==> config.mk <==
export PLATFORM = sky130hd
export DESIGN_NAME = bitmap_block_allocator
export DESIGN_NICKNAME = d
export VERILOG_FILES = /design/src/rtl/bba_pkg.sv /design/src/rtl/bba_ram.sv /design/src/rtl/bba_addr_unit.sv /design/src/rtl/bitmap_block_allocator.sv
export SDC_FILE = /design/constraint.sdc
export NUM_CORES = 1
export LEC_CHECK = 0
export BUFFER_PORTS_ARGS = -buffer_cell sky130_fd_sc_hd__buf_4
export CAP_MARGIN = 10
export CORE_MARGIN = 2
export CORE_UTILIZATION = 30
export DETAILED_ROUTE_END_ITERATION = 16
export GPL_TIMING_DRIVEN = 0
export SETUP_SLACK_MARGIN = 0.15
export SYNTH_ARGS = -nofsm -noshare
export SYNTH_HDL_FRONTEND = slang
export SYNTH_HIERARCHICAL = 1
export SYNTH_SLANG_ARGS = --single-unit
==> constraint.sdc <==
create_clock -name clk -period 9.4 [get_ports clk]
set_input_delay 2.82 -clock clk [delete_from_list [all_inputs] [get_ports clk]]
set_output_delay 2.82 -clock clk [all_outputs]
set_load 0.01 [all_outputs]
==> src/rtl/bba_pkg.sv <==
package bba_pkg;

	// pool geometry
	localparam int MAX_BLOCKS = 256;
	localparam int MAP_BYTES  = MAX_BLOCKS / 8;
	localparam int IDX_W      = $clog2(MAP_BYTES);
	localparam int NB_W       = IDX_W + 1;
	localparam int BLK_W      = $clog2(MAX_BLOCKS);
	localparam int CNT_W      = BLK_W + 1;

	localparam logic [7:0] BYTE_FULL = 8'hFF;
	localparam logic [4:0] MAX_LOG2  = 5'd16;

	// request kinds
	localparam logic OP_ALLOC = 1'b0;
	localparam logic OP_FREE  = 1'b1;

	// configuration register indexes
	localparam logic [1:0] CFG_REGION_BASE    = 2'd0;
	localparam logic [1:0] CFG_BLOCK_LEN_LOG2 = 2'd1;
	localparam logic [1:0] CFG_BLOCK_COUNT    = 2'd2;

	// result status codes
	typedef logic [2:0] status_t;
	localparam status_t STAT_OK        = 3'd0;
	localparam status_t STAT_FULL      = 3'd1;
	localparam status_t STAT_NULL      = 3'd2;
	localparam status_t STAT_BELOW     = 3'd3;
	localparam status_t STAT_ABOVE     = 3'd4;
	localparam status_t STAT_NOT_ALLOC = 3'd5;

	// request to the address unit
	typedef struct packed {
		logic              is_free;
		logic [31:0]       base;
		logic [4:0]        shift;
		logic [CNT_W-1:0]  count;
		logic [BLK_W-1:0]  blk;
		logic [31:0]       addr;
	} addr_req_t;

	// answer from the address unit
	typedef struct packed {
		logic              below;
		logic              above;
		logic [BLK_W-1:0]  blk;
		logic [31:0]       granted;
	} addr_res_t;

endpackage

==> src/rtl/bba_ram.sv <==
module bba_ram #(
	parameter int WIDTH = 8,
	parameter int DEPTH = 32
) (
	input  logic                     clk,
	input  logic                     we,
	input  logic [$clog2(DEPTH)-1:0] waddr,
	input  logic [WIDTH-1:0]         wdata,
	input  logic [$clog2(DEPTH)-1:0] raddr,
	output logic [WIDTH-1:0]         rdata
);

	logic [WIDTH-1:0] mem_q [DEPTH];

	// one write port, registered read port
	always_ff @(posedge clk) begin
		if (we) begin
			mem_q[waddr] <= wdata;
		end
		rdata <= mem_q[raddr];
	end

endmodule

==> src/rtl/bba_addr_unit.sv <==
module bba_addr_unit
	import bba_pkg::*;
(
	input  addr_req_t req,
	output addr_res_t res
);

	logic [31:0] opa;
	logic [31:0] opb;
	logic [32:0] sum;
	logic [31:0] offset;
	logic [31:0] blk_wide;

	// grant offset: block number scaled by the block length
	assign offset = {{(32-BLK_W){1'b0}}, req.blk} << req.shift;

	// one shared adder: base + offset for allocate, addr - base for free
	assign opa = req.is_free ? req.addr : req.base;
	assign opb = req.is_free ? ~req.base : offset;
	assign sum = {1'b0, opa} + {1'b0, opb} + {32'd0, req.is_free};

	// block number of a freed address
	assign blk_wide = sum[31:0] >> req.shift;

	always_comb begin
		res.granted = sum[31:0];
		res.below   = ~sum[32];
		res.above   = blk_wide >= {{(32-CNT_W){1'b0}}, req.count};
		res.blk     = blk_wide[BLK_W-1:0];
	end

endmodule

==> src/rtl/bitmap_block_allocator.sv <==
// Bitmap block allocator: a pool of up to 256 equal power-of-two blocks, one
// map bit per block, held in a 32-byte map memory.
// Input stream: s_axis_tuser is the request kind (0 allocate, 1 free) and
// s_axis_tdata the address to free. Every request yields exactly one result
// transfer on the m_axis stream with status, granted address and block number.
// Configuration writes (region base, block length log2, block count) go over
// the always-ready cfg channel; the user must make them only while idle, as
// the block itself does not enforce it. An allocate reads one map byte per
// cycle until it finds one with a free bit or has examined every map byte;
// a pool with no bytes answers full without a map read. A free goes through
// address check, map read and write-back, and result; a free rejected by the
// address check (null, below, above) skips the map read and write-back. The
// map scan loop through the single memory read port sets the rate.
// One request is worked on at a time; s_axis_tready is high only when idle.
// The result sits in an output register, so a new request is taken while the
// previous result waits; if that result is still not taken when the next one
// is ready, the block holds until the receiver takes it.
// Reset clears the map valid bits at once (every block free) and loads the
// register defaults: base 0, block length log2 6, block count 256.
module bitmap_block_allocator
	import bba_pkg::*;
(
	input  logic        clk,
	input  logic        arst_n,
	// configuration write channel
	input  logic        cfg_valid,
	output logic        cfg_ready,
	input  logic [1:0]  cfg_index,
	input  logic [31:0] cfg_data,
	// request stream
	input  logic        s_axis_tvalid,
	output logic        s_axis_tready,
	input  logic [31:0] s_axis_tdata,  // block_address[31:0]
	input  logic        s_axis_tuser,  // op[0]
	// result stream
	output logic        m_axis_tvalid,
	input  logic        m_axis_tready,
	output logic [47:0] m_axis_tdata   // status[2:0], granted_address[34:3],
	                                   // block_number[42:35], zero fill[47:43]
);

	typedef enum logic [2:0] {
		S_IDLE,
		S_SCAN,
		S_FCHK,
		S_FRD,
		S_DONE
	} state_t;

	state_t             state_q;
	logic [31:0]        region_base_q;
	logic [4:0]         block_len_log2_q;
	logic [8:0]         block_count_q;
	logic [31:0]        addr_q;
	logic [IDX_W-1:0]   chk_idx_q;
	logic [BLK_W-1:0]   blk_q;
	logic [MAP_BYTES-1:0] vld_q;
	status_t            res_status_q;
	logic [31:0]        res_addr_q;
	logic [BLK_W-1:0]   res_blk_q;
	logic               out_valid_q;
	logic [47:0]        out_data_q;

	logic [4:0]         eff_shift;
	logic [CNT_W-1:0]   eff_count;
	logic [NB_W-1:0]    nbytes;
	logic [NB_W-1:0]    next_idx;
	logic [IDX_W-1:0]   rd_addr;
	logic [IDX_W-1:0]   rd_idx;
	logic [7:0]         ram_rdata;
	logic [7:0]         rd_byte;
	logic               ram_we;
	logic [IDX_W-1:0]   ram_waddr;
	logic [7:0]         ram_wdata;
	logic [2:0]         zero_pos;
	logic [7:0]         set_mask;
	logic [7:0]         free_mask;
	addr_req_t          areq;
	addr_res_t          ares;
	logic               accept;
	logic               out_free;

	assign cfg_ready     = 1'b1;
	assign s_axis_tready = (state_q == S_IDLE);
	assign accept        = s_axis_tvalid && s_axis_tready;
	assign m_axis_tvalid = out_valid_q;
	assign m_axis_tdata  = out_data_q;
	assign out_free      = !out_valid_q || m_axis_tready;

	// effective configuration
	assign eff_shift = (block_len_log2_q > MAX_LOG2) ? MAX_LOG2 : block_len_log2_q;
	always_comb begin
		eff_count = (block_count_q > CNT_W'(MAX_BLOCKS)) ? CNT_W'(MAX_BLOCKS)
		                                                 : block_count_q[CNT_W-1:0];
		eff_count[2:0] = 3'd0;
	end
	assign nbytes   = eff_count[CNT_W-1:3];
	assign next_idx = {1'b0, chk_idx_q} + NB_W'(1);

	// map byte as seen after reset: unwritten bytes read as zero
	assign rd_idx  = (state_q == S_FRD) ? blk_q[BLK_W-1:3] : chk_idx_q;
	assign rd_byte = vld_q[rd_idx] ? ram_rdata : 8'd0;

	// first free bit from the most significant end
	always_comb begin
		zero_pos = 3'd7;
		for (int j = 7; j >= 1; j--) begin
			if (!rd_byte[j] && zero_pos == 3'd7) begin
				zero_pos = 3'(7 - j);
			end
		end
		set_mask  = 8'h80 >> zero_pos;
		free_mask = 8'h80 >> blk_q[2:0];
	end

	// map read address
	always_comb begin
		unique case (state_q)
			S_SCAN:  rd_addr = next_idx[IDX_W-1:0];
			S_FCHK:  rd_addr = ares.blk[BLK_W-1:3];
			default: rd_addr = '0;
		endcase
	end

	// map write-back
	always_comb begin
		ram_we    = 1'b0;
		ram_waddr = chk_idx_q;
		ram_wdata = rd_byte | set_mask;
		if (state_q == S_SCAN && rd_byte != BYTE_FULL) begin
			ram_we = 1'b1;
		end else if (state_q == S_FRD) begin
			ram_waddr = blk_q[BLK_W-1:3];
			ram_wdata = rd_byte & ~free_mask;
			ram_we    = (rd_byte & free_mask) != 8'd0;
		end
	end

	// address unit request
	always_comb begin
		areq.is_free = (state_q == S_FCHK);
		areq.base    = region_base_q;
		areq.shift   = eff_shift;
		areq.count   = eff_count;
		areq.blk     = {chk_idx_q, zero_pos};
		areq.addr    = addr_q;
	end

	bba_addr_unit u_addr (
		.req (areq),
		.res (ares)
	);

	bba_ram #(
		.WIDTH (8),
		.DEPTH (MAP_BYTES)
	) u_map (
		.clk   (clk),
		.we    (ram_we),
		.waddr (ram_waddr),
		.wdata (ram_wdata),
		.raddr (rd_addr),
		.rdata (ram_rdata)
	);

	// configuration registers
	always_ff @(posedge clk or negedge arst_n) begin
		if (!arst_n) begin
			region_base_q    <= 32'd0;
			block_len_log2_q <= 5'd6;
			block_count_q    <= 9'd256;
		end else if (cfg_valid && cfg_ready) begin
			unique case (cfg_index)
				CFG_REGION_BASE:    region_base_q    <= cfg_data;
				CFG_BLOCK_LEN_LOG2: block_len_log2_q <= cfg_data[4:0];
				CFG_BLOCK_COUNT:    block_count_q    <= cfg_data[8:0];
				default: ;
			endcase
		end
	end

	// map valid bits
	always_ff @(posedge clk or negedge arst_n) begin
		if (!arst_n) begin
			vld_q <= '0;
		end else if (ram_we) begin
			vld_q[ram_waddr] <= 1'b1;
		end
	end

	// sequencer
	always_ff @(posedge clk or negedge arst_n) begin
		if (!arst_n) begin
			state_q      <= S_IDLE;
			out_valid_q  <= 1'b0;
			addr_q       <= 32'd0;
			chk_idx_q    <= '0;
			blk_q        <= '0;
			res_status_q <= STAT_OK;
			res_addr_q   <= 32'd0;
			res_blk_q    <= '0;
			out_data_q   <= 48'd0;
		end else begin
			if (state_q == S_DONE && out_free) begin
				out_valid_q <= 1'b1;
			end else if (m_axis_tready) begin
				out_valid_q <= 1'b0;
			end
			unique case (state_q)
				S_IDLE: begin
					if (accept) begin
						addr_q     <= s_axis_tdata;
						chk_idx_q  <= '0;
						res_addr_q <= 32'd0;
						if (s_axis_tuser == OP_FREE) begin
							state_q <= S_FCHK;
						end else if (nbytes == '0) begin
							res_status_q <= STAT_FULL;
							res_blk_q    <= '0;
							state_q      <= S_DONE;
						end else begin
							state_q <= S_SCAN;
						end
					end
				end
				S_SCAN: begin
					if (rd_byte != BYTE_FULL) begin
						res_status_q <= STAT_OK;
						res_addr_q   <= ares.granted;
						res_blk_q    <= {chk_idx_q, zero_pos};
						state_q      <= S_DONE;
					end else if (next_idx >= nbytes) begin
						res_status_q <= STAT_FULL;
						res_blk_q    <= '0;
						state_q      <= S_DONE;
					end else begin
						chk_idx_q <= next_idx[IDX_W-1:0];
					end
				end
				S_FCHK: begin
					res_blk_q <= '0;
					blk_q     <= ares.blk;
					if (addr_q == 32'd0) begin
						res_status_q <= STAT_NULL;
						state_q      <= S_DONE;
					end else if (ares.below) begin
						res_status_q <= STAT_BELOW;
						state_q      <= S_DONE;
					end else if (ares.above) begin
						res_status_q <= STAT_ABOVE;
						state_q      <= S_DONE;
					end else begin
						state_q <= S_FRD;
					end
				end
				S_FRD: begin
					if ((rd_byte & free_mask) == 8'd0) begin
						res_status_q <= STAT_NOT_ALLOC;
						res_blk_q    <= '0;
					end else begin
						res_status_q <= STAT_OK;
						res_blk_q    <= blk_q;
					end
					state_q <= S_DONE;
				end
				S_DONE: begin
					if (out_free) begin
						out_data_q <= {5'd0, res_blk_q, res_addr_q, res_status_q};
						state_q    <= S_IDLE;
					end
				end
				default: state_q <= S_IDLE;
			endcase
		end
	end

endmodule
# == Word level (Yosys, flattened, before mapping) ==
# Memory sizes are Yosys's and may differ from the RTL's. A register that Yosys moved wholly into a read port is not among the register bits.
# Index checks and enable logic that the tools add are counted.
# totals
input_bits,72
output_inout_bits,51
memories,1
wordCells,154
regBits,213
ram_bits,256
# mem_list
memory,words,width,rd,rd_ports_with_merged_regs,wr,line_no,rtl
u_map.mem_q,32,8,1,1,1,bba_ram.sv:13,logic [WIDTH-1:0] mem_q [DEPTH];
# op_classes
magnitude_cmp,7
n_mux,61
n_addsub,3
n_eq_ne,22
n_shift,4
reduce_logical,37
n_bitwise,6
# ops
op,count
32-bit two-way mux,4
3-bit two-way mux,25
8-bit two-way mux,9
32-bit one-hot mux with 2 select lines,1
32-bit by 32-bit adder with 33-bit output,1
33-bit by 1-bit adder with 33-bit output,1
32-bit by 9-bit >= comparator with 1-bit output,1
32-bit logical NOT,1
32-bit NOT,1
32-bit OR,1
8-bit one-hot mux with 4 select lines,1
8-bit by 5-bit << shifter with 32-bit output,1
32-bit by 5-bit right shift with 32-bit output,1
5-bit two-way mux,6
"3-bit == test, second input constant",7
5-bit one-hot mux with 2 select lines,2
8-bit bitwise AND,2
"8-bit by 3-bit right shift with 8-bit output, first input constant",2
3-bit one-hot mux with 5 select lines,1
"5-bit by 6-bit < comparator with 1-bit output, second input constant",2
3-bit one-hot mux with 4 select lines,1
1-bit logical AND,10
2-bit AND reduction,5
"9-bit greater-than comparator, second input constant",1
other kinds (32),53

# == Depth between registers and ports, before layout ==
# Gate-level depths: netlist of run 1.
# logic_depth
depth_word,34
mapped_depth,51
mapped_depth_nobuf,48

# == Modules after synthesis ==
# Netlist of run 1, hierarchy kept.
# modules_own_cells
mod,seq_area_each_um2,n_inst,cells_each,area_each_um2
bba_ram,7847.5,1,417,10053.4
bitmap_block_allocator,5258.8,1,866,9778.1
bba_addr_unit,0.0,1,813,5402.7

# == Least setup slack after synthesis of run 1 ==
# Ideal clock, no wire load.
# synth_path
path_type,register -> register
startpoint,reg state_q[0]
endpoint,reg res_status_q[2]
path_slack_ns,0.673
n_path_buf,4
setup_time_ns,0.128
path_stages_with_launch,47
t_arrival_ns,8.600
cell_sequence,dfrtp_1 -> buf_4 -> nand3b_1 -> buf_6 -> mux2i_4 -> inv_2 -> a211oi_2 -> o32ai_1 -> a211oi_4 -> nand2_2 -> buf_6 -> nand2_1 -> inv_1 -> mux4_2 -> nand2_1 -> o31ai_1 -> a221oi_1 -> a21oi_1 -> [11 not listed] -> ha_1 -> a21o_1 -> a21o_1 -> a21o_1 -> a211oi_1 -> o21ai_0 -> nand2_1 -> nand3_1 -> o31ai_1 -> o31ai_1 -> nor4_1 -> a21oi_1 -> nand2b_1 -> o22ai_1 -> a21oi_1 -> nand2_1 -> a31o_1 -> mux2_1
# synth_rtl
element,line_no,rtl
"start, declared",bitmap_block_allocator.sv:50,state_t state_q;
"start signal, assigned",bitmap_block_allocator.sv:194,state_q <= S_IDLE;
"start signal, assigned",bitmap_block_allocator.sv:216,state_q <= S_FCHK;
"start signal, assigned",bitmap_block_allocator.sv:220,state_q <= S_DONE;
"end signal, assigned",bitmap_block_allocator.sv:199,res_status_q <= STAT_OK;
"end signal, assigned",bitmap_block_allocator.sv:218,res_status_q <= STAT_FULL;
"end signal, assigned",bitmap_block_allocator.sv:228,res_status_q <= STAT_OK;
"end, declared",bitmap_block_allocator.sv:58,status_t res_status_q;

==> results of run 1 <==
==> metal layers <==
layer | vias up | wire, µm | share of wire [%] | track usage (%)
li1 | 8574 | - | - | -
met1 | 9718 | 32100 | 40 | 22.3
met2 | 667 | 41800 | 51 | 33.2
met3 | 181 | 3970 | 4.9 | 2.30
met4 | 0 | 3370 | 4.1 | 7.32
met5 | - | 0 | 0 | 0
==> sequential cells by signal (all words and copies together), names as in the netlist, 6 cells and up <==
name and flops:
block_count_q 6, res_blk_q 8, region_base_q 32, blk_q 8, res_addr_q 32, m_axis_tdata 43
u_map/rdata 8, u_map/mem_q 256, vld_q 32, addr_q 32
==> worst max-delay path, delay by kind of cell (launching register included) <==
kind / cells / cell delay (ns)
DFF: 1 / 0.38
adders and majority gates: 2 / 0.55
AOI/OAI and AO/OA: 25 / 4.40
buffers and inverters: 8 / 1.06
muxes: 3 / 1.16
and+or+nand+nor: 12 / 1.79
==> logic make-up after synthesis <==
| group | after synthesis | share of synthesized area [%] |
|---|---|---|
| AO/OA/AOI/OAI | 457 | 12.6 |
| XOR/XNOR | 23 | 0.798 |
| AND/OR/NAND/NOR | 591 | 11.2 |
| other | 2 | 0.0298 |
| flip-flops | 474 | 51.9 |
| buffers and inverters | 192 | 3.31 |
| adder cells (fa/ha/maj) | 49 | 2.49 |
| multiplexers | 308 | 17.6 |
==> cells in the final DEF, fill, tap and decap left out, drive strengths merged, types with 11 or more instances in the layout <==
master,n
nor3,43
edfxtp,256
nor2,122
xnor2,13
o221ai,11
inv,57
o21ai,113
a31oi,12
a21oi,80
clkbuf,143
o211ai,15
nand3,60
a211oi,28
mux4,91
clkinv,27
nand2b,20
a31o,12
o21bai,28
nor4,24
mux2i,43
o31ai,17
and2,15
mux2,174
ha,47
nand4,15
nand2,214
o22ai,29
nor2b,15
buf,276
o21a,13
dfrtp,207
a21o,24
nand3b,13
==> cell type report <==
| class | count | area share, % |
|---|---|---|
| timing repair buffer | 227 | 5.81 |
| multi-input combinational | 1437 | 39.7 |
| clock inverter | 38 | 1.28 |
| inverter | 58 | 0.755 |
| sequential | 474 | 41.6 |
| antenna | 1 | 0.00794 |
| tap | 1080 | 4.29 |
| clock buffer | 58 | 4.23 |
| buffer | 134 | 2.28 |
==> path summary, 6_finish.rpt <==
path,slack [ns],cells past startpoint,to,from
worst max register to register,-0.12,50,res_status_q[2],state_q[0]
min in group asynchronous,2.25,1,addr_q[26],arst_n
worst min-delay path,0.47,2,vld_q[20],vld_q[20]
max in group asynchronous,6.09,2,chk_idx_q[0],arst_n
worst max-delay path,-0.12,50,res_status_q[2],state_q[0]
worst min register to register,0.47,2,vld_q[20],vld_q[20]
==> repair_timing <==
action                                  in CTS  in global routing
gates resized for setup                    215                 78
cloned                                       0                  0
pin swaps                                   60                 44
endpoints found under the setup margin      14                 14
buffers inserted                            62                 35
hold endpoints to repair                     0                  0
==> where the power goes <==
group	switching (mW)	internal, mW
logic	3.58	2.49
clock network	0.886	1.17
registers	0.245	2.81
==> through the flow <==
step	cell area (µm²)	hold WS (ns)	cells	total power, mW
after floorplan	25300	0.427	2103	6.28
after global placement	27500	0.450	3299	7.96
after detailed placement	27700	0.452	3312	8.17
after CTS	30900	0.469	3470	10.9
after global routing	31500	0.494	3506	11.7
final	31500	0.467	3507	11.2
==> out/metrics.cfg, run 1 <==
[outcome]
status = complete, but fails checks
failed_checks = negative setup slack

[power]
vdd_drop_max_mv = 0.189
p_leak_nw = 11.9
power_density_nw_per_um2 = 355

[synth]
synth_edf_count = 256
yosys.area.top_type = edfxtp_1
syn_area_per_cell_um2 = 12.0
synth_seq_cells = 474
ys_top_cells_by_count = 256 x edfxtp_1, 211 x nand2_1, 207 x dfrtp_1
synth_top_cells_by_area = edfxtp_1 30%, dfrtp_1 21%, mux4_2 8.1%, mux2_2 7.7%, nand2_1 3.1%
ys_types = 99
yosysWarnings = 6
ys.flop_type = edfxtp_1
synth_most_common_cell = edfxtp_1
synthArstFlopShare_pct = 44.3
synth_top_area_share_pct = 30.5
syn_inst = 2096
netlist_area_um2 = 25200
seq_area_frac_synth_pct = 51.9

[sta]
slew_violations = 0
period_needed_ns = 9.52
slew_headroom_pct = 29.7
rsz0062_at_grt = true
hold_viol = 0
tightest_slew_ns = 1.05
fmax_mhz = 105
tns_ns = -0.213
setup_viol_count_final = 3
period_share_pct = 101
fin_skew_ns = 0.0419
fin_ws_ns = -0.117

[die]
die_x_um = 294
fp-row-count = 106
io_pins = 123
die_area_um2 = 86500
initial_utilization_pct = 30.2
coreArea_um2 = 83400
die_h_um = 294

[global_route]
antenna_found_initial = 0
grt_overflow_total = 0
grt_max_degree = 113
grt_pass1_wl_um = 122000
track_usage_pct = 18.4
grt_pass1_vias = 19500

[routing]
wl_per_cell_um = 23.1
dr.pass1.iters = 5
wirelength_um = 81200
drt_iter0_drc = 1587
ant_nets = 0
vias_per_cell = 5.46
drc = 0
num_vias = 19100

[setup_path]
cpPeakStageDelay_ns = 0.50
cp_max_fo = 7
startpoint_type = register
critPathKind = register to register
critPathRequiredTime_ns = 9.92
critPathArrivalTime_ns = 10.03
cp_slowest_cell = mux4_2
end_kind = register
cpMostUsedCell = a21o_1

[placed_design]
pre_cts_slack_ns = -2.40
port_buffers = 116
gp_congestion = 0.936
dp_hpwl_um = 59800

[clocking]
cts_tree = built
cts_buffer_depth = 3
ctsRootBufferMaster = clkbuf_16
cts_num_sinks = 474
clk_latency_ns = 0.64
cts_buffers = 51
path_clk_slew_ns = 0.06
postCtsHoldBufs = 0
htreeDepth = 2

[cells_and_area]
nFillCells = 7996
multiInputGateArea_um2 = 12500
drive_gt1_share_pct = 35.4
regArea_um2 = 13100
post-route-util_pct = 37.8
syn_to_final_growth_pct = 24.8
num-nets-final = 2504

[hold_path]
hold_class = register to register

[flow_run]
drv_cap = 0

Power figures use the tool's default switching activity.
==> run 2: changes to the inputs <==
CTS_BUF_LIST = sky130_fd_sc_hd__clkbuf_16   (was unset)
==> run 2 against run 1 <==
  * The flow still finishes with violations (negative setup slack)
  * Count of clock-buffer cells in the layout fell by 7
  * Register-to-register slack got worse by 0.03 ns
  * Sequential power barely moved
  * Hold slack gained 0.00063 ns
  * Non-clock buffer count stayed put
  * Via count decreased by 0.19%
  * Critical endpoint unchanged
==> out/metrics.cfg, run 2 (synthesis gave the netlist of run 1 again) <==
[sta]
fin_skew_ns = 0.0433  ; was 0.0419 ns
hold_ws_ns = 0.467  ; about the same
tns_ns = -0.302  ; was -0.213 ns
fmax_mhz = 105  ; about the same
slew_violations = 0  ; unchanged
hold_viol = 0  ; unchanged
period_needed_ns = 9.54  ; was 9.52 ns
period_share_pct = 102  ; was 101%
setup_viol_count_final = 3  ; unchanged
fin_ws_ns = -0.142  ; was -0.117 ns
rsz0062_at_grt = true  ; unchanged
slew_headroom_pct = 29.6  ; was 29.7%
tightest_slew_ns = 1.05  ; about the same

[clocking]
path_clk_slew_ns = 0.06  ; about the same
cts_num_sinks = 474  ; unchanged
cts_buffer_depth = 3  ; unchanged
clk_latency_ns = 0.64  ; about the same
cts_buffers = 51  ; unchanged
postCtsHoldBufs = 0  ; unchanged
cts_tree = built  ; unchanged
ctsRootBufferMaster = clkbuf_16  ; unchanged
htreeDepth = 2  ; unchanged

[global_route]
grt_overflow_total = 0  ; unchanged
track_usage_pct = 18.4  ; unchanged
grt_pass1_vias = 19500  ; about the same
grt_max_degree = 113  ; unchanged
grt_pass1_wl_um = 122000  ; about the same
antenna_found_initial = 0  ; unchanged

[routing]
wirelength_um = 81200  ; about the same
drc = 0  ; unchanged
drt_iter0_drc = 1582  ; was 1587
wl_per_cell_um = 23.2  ; was 23.1 µm
dr.pass1.iters = 7  ; was 5
num_vias = 19100  ; about the same
vias_per_cell = 5.45  ; was 5.46
ant_nets = 0  ; unchanged

[placed_design]
gp_congestion = 0.936  ; unchanged
dp_hpwl_um = 59800  ; unchanged
place_area_um2 = 27700  ; unchanged
port_buffers = 116  ; unchanged

[cells_and_area]
layout_common_cells = 256 x edfxtp_1, 223 x buf_4, 204 x dfrtp_1, 201 x nand2_1, 172 x mux2_2  ; unchanged
largest_reg_flops = 256  ; unchanged
regMostFlops = u_map/mem_q  ; unchanged
nFillCells = 7997  ; was 7996
drive_gt1_share_pct = 35.3  ; was 35.4%
syn_to_final_growth_pct = 24.7  ; was 24.8%
post-route-util_pct = 37.7  ; was 37.8%
num-nets-final = 2504  ; unchanged
fin_area_um2 = 31500  ; about the same
final_common_cell = edfxtp_1  ; unchanged

[setup_path]
cp_slowest_cell = mux4_2  ; unchanged
critPathKind = register to register  ; unchanged
cpPeakStageDelay_ns = 0.51  ; was 0.50 ns
critPathArrivalTime_ns = 10.06  ; was 10.03 ns
end_kind = register  ; unchanged
cp_max_fo = 7  ; unchanged
cpMostUsedCell = a21o_1  ; unchanged
startpoint_type = register  ; unchanged
critPathRequiredTime_ns = 9.91  ; was 9.92 ns

[die]
io_pins = 123  ; unchanged
fp-row-count = 106  ; unchanged
initial_utilization_pct = 30.2  ; unchanged
die_area_um2 = 86500  ; unchanged
die_x_um = 294  ; unchanged
die_h_um = 294  ; unchanged
coreArea_um2 = 83400  ; unchanged

[hold_path]
hold_class = register to register  ; unchanged

[flow_run]
drv_cap = 0  ; unchanged

[power]
vdd_drop_max_mv = 0.190  ; was 0.189 mV
power_density_nw_per_um2 = 354  ; was 355 nW/µm²
p_total_mw = 11.1  ; was 11.2 mW
p_leak_nw = 11.9  ; about the same

[outcome]
failed_checks = negative setup slack  ; unchanged
status = complete, but fails checks  ; unchanged

run 2: cell count changes in the layout (fill, tap and decap cells not counted), sizes merged:
cell    before  now
inv         57   61
clkinv      27   30
clkbuf     143  136
run 2: cell type report:
type	instances	area (µm²)	share of cell area (%)
Sequential cell	474	13100	41.7
Buffer	134	718	2.28
Multi-Input combinational cell	1437	12500	39.8
Clock inverter	45	429	1.36
Timing Repair Buffer	227	1830	5.81
Tap cell	1080	1350	4.29
Clock buffer	51	1280	4.05
Inverter	58	238	0.755
Antenna cell	1	2.50	0.00795
run 2: per-layer routing:
layer  up-vias  wire (µm)  global-route usage (%)  part of all wire [%]
met5         -          0                       0                     0
met3       189       4220                    2.30                   5.2
met2       662      41700                    33.2                    51
met1      9664      31900                    22.3                    39
li1       8589          -                       -                     -
met4         0       3410                    7.32                   4.2
run 2: stage by stage:
step	instances	setup slack [ns]
after floorplan	2103	0.673
after global placement	3299	-2.40
after detailed placement	3312	-2.40
after CTS	3470	-0.0827
after global routing	3506	-0.398
final	3507	-0.142
run 2: where the power goes:
group	leakage (nW)	internal, mW	switching, mW	total, mW
registers	5.08	2.81	0.244	3.05
clock network	0.830	1.14	0.886	2.03
logic	5.96	2.49	3.58	6.07
run 2: critical path, delay by kind of cell (launching register included):
family                     cells  cell delay, ns
AOI/OAI and AO/OA             25            4.45
and+or+nand+nor               12            1.79
muxes                          3            1.17
buffers and inverters          8            1.04
adders and majority gates      2            0.55
DFF                            1            0.38
run 2: path summary, 6_finish.rpt:
| check | start | slack [ns] | depth (start not counted) | endpoint |
|---|---|---|---|---|
| min | vld_q[20] | 0.47 | 2 | vld_q[20] |
| max | state_q[0] | -0.14 | 50 | res_status_q[2] |
| min in group asynchronous | arst_n | 2.26 | 1 | addr_q[26] |
| max in group asynchronous | arst_n | 6.09 | 2 | chk_idx_q[0] |
| max reg2reg | state_q[0] | -0.14 | 50 | res_status_q[2] |
| min reg2reg | vld_q[20] | 0.47 | 2 | vld_q[20] |
run 2: what timing repair did:
| item | in CTS | in global routing |
|---|---|---|
| setup endpoints to repair | 14 | 14 |
| gates resized for setup | 215 | 78 |
| buffers inserted | 62 | 35 |
| pin swaps | 60 | 44 |
| cloned | 0 | 0 |
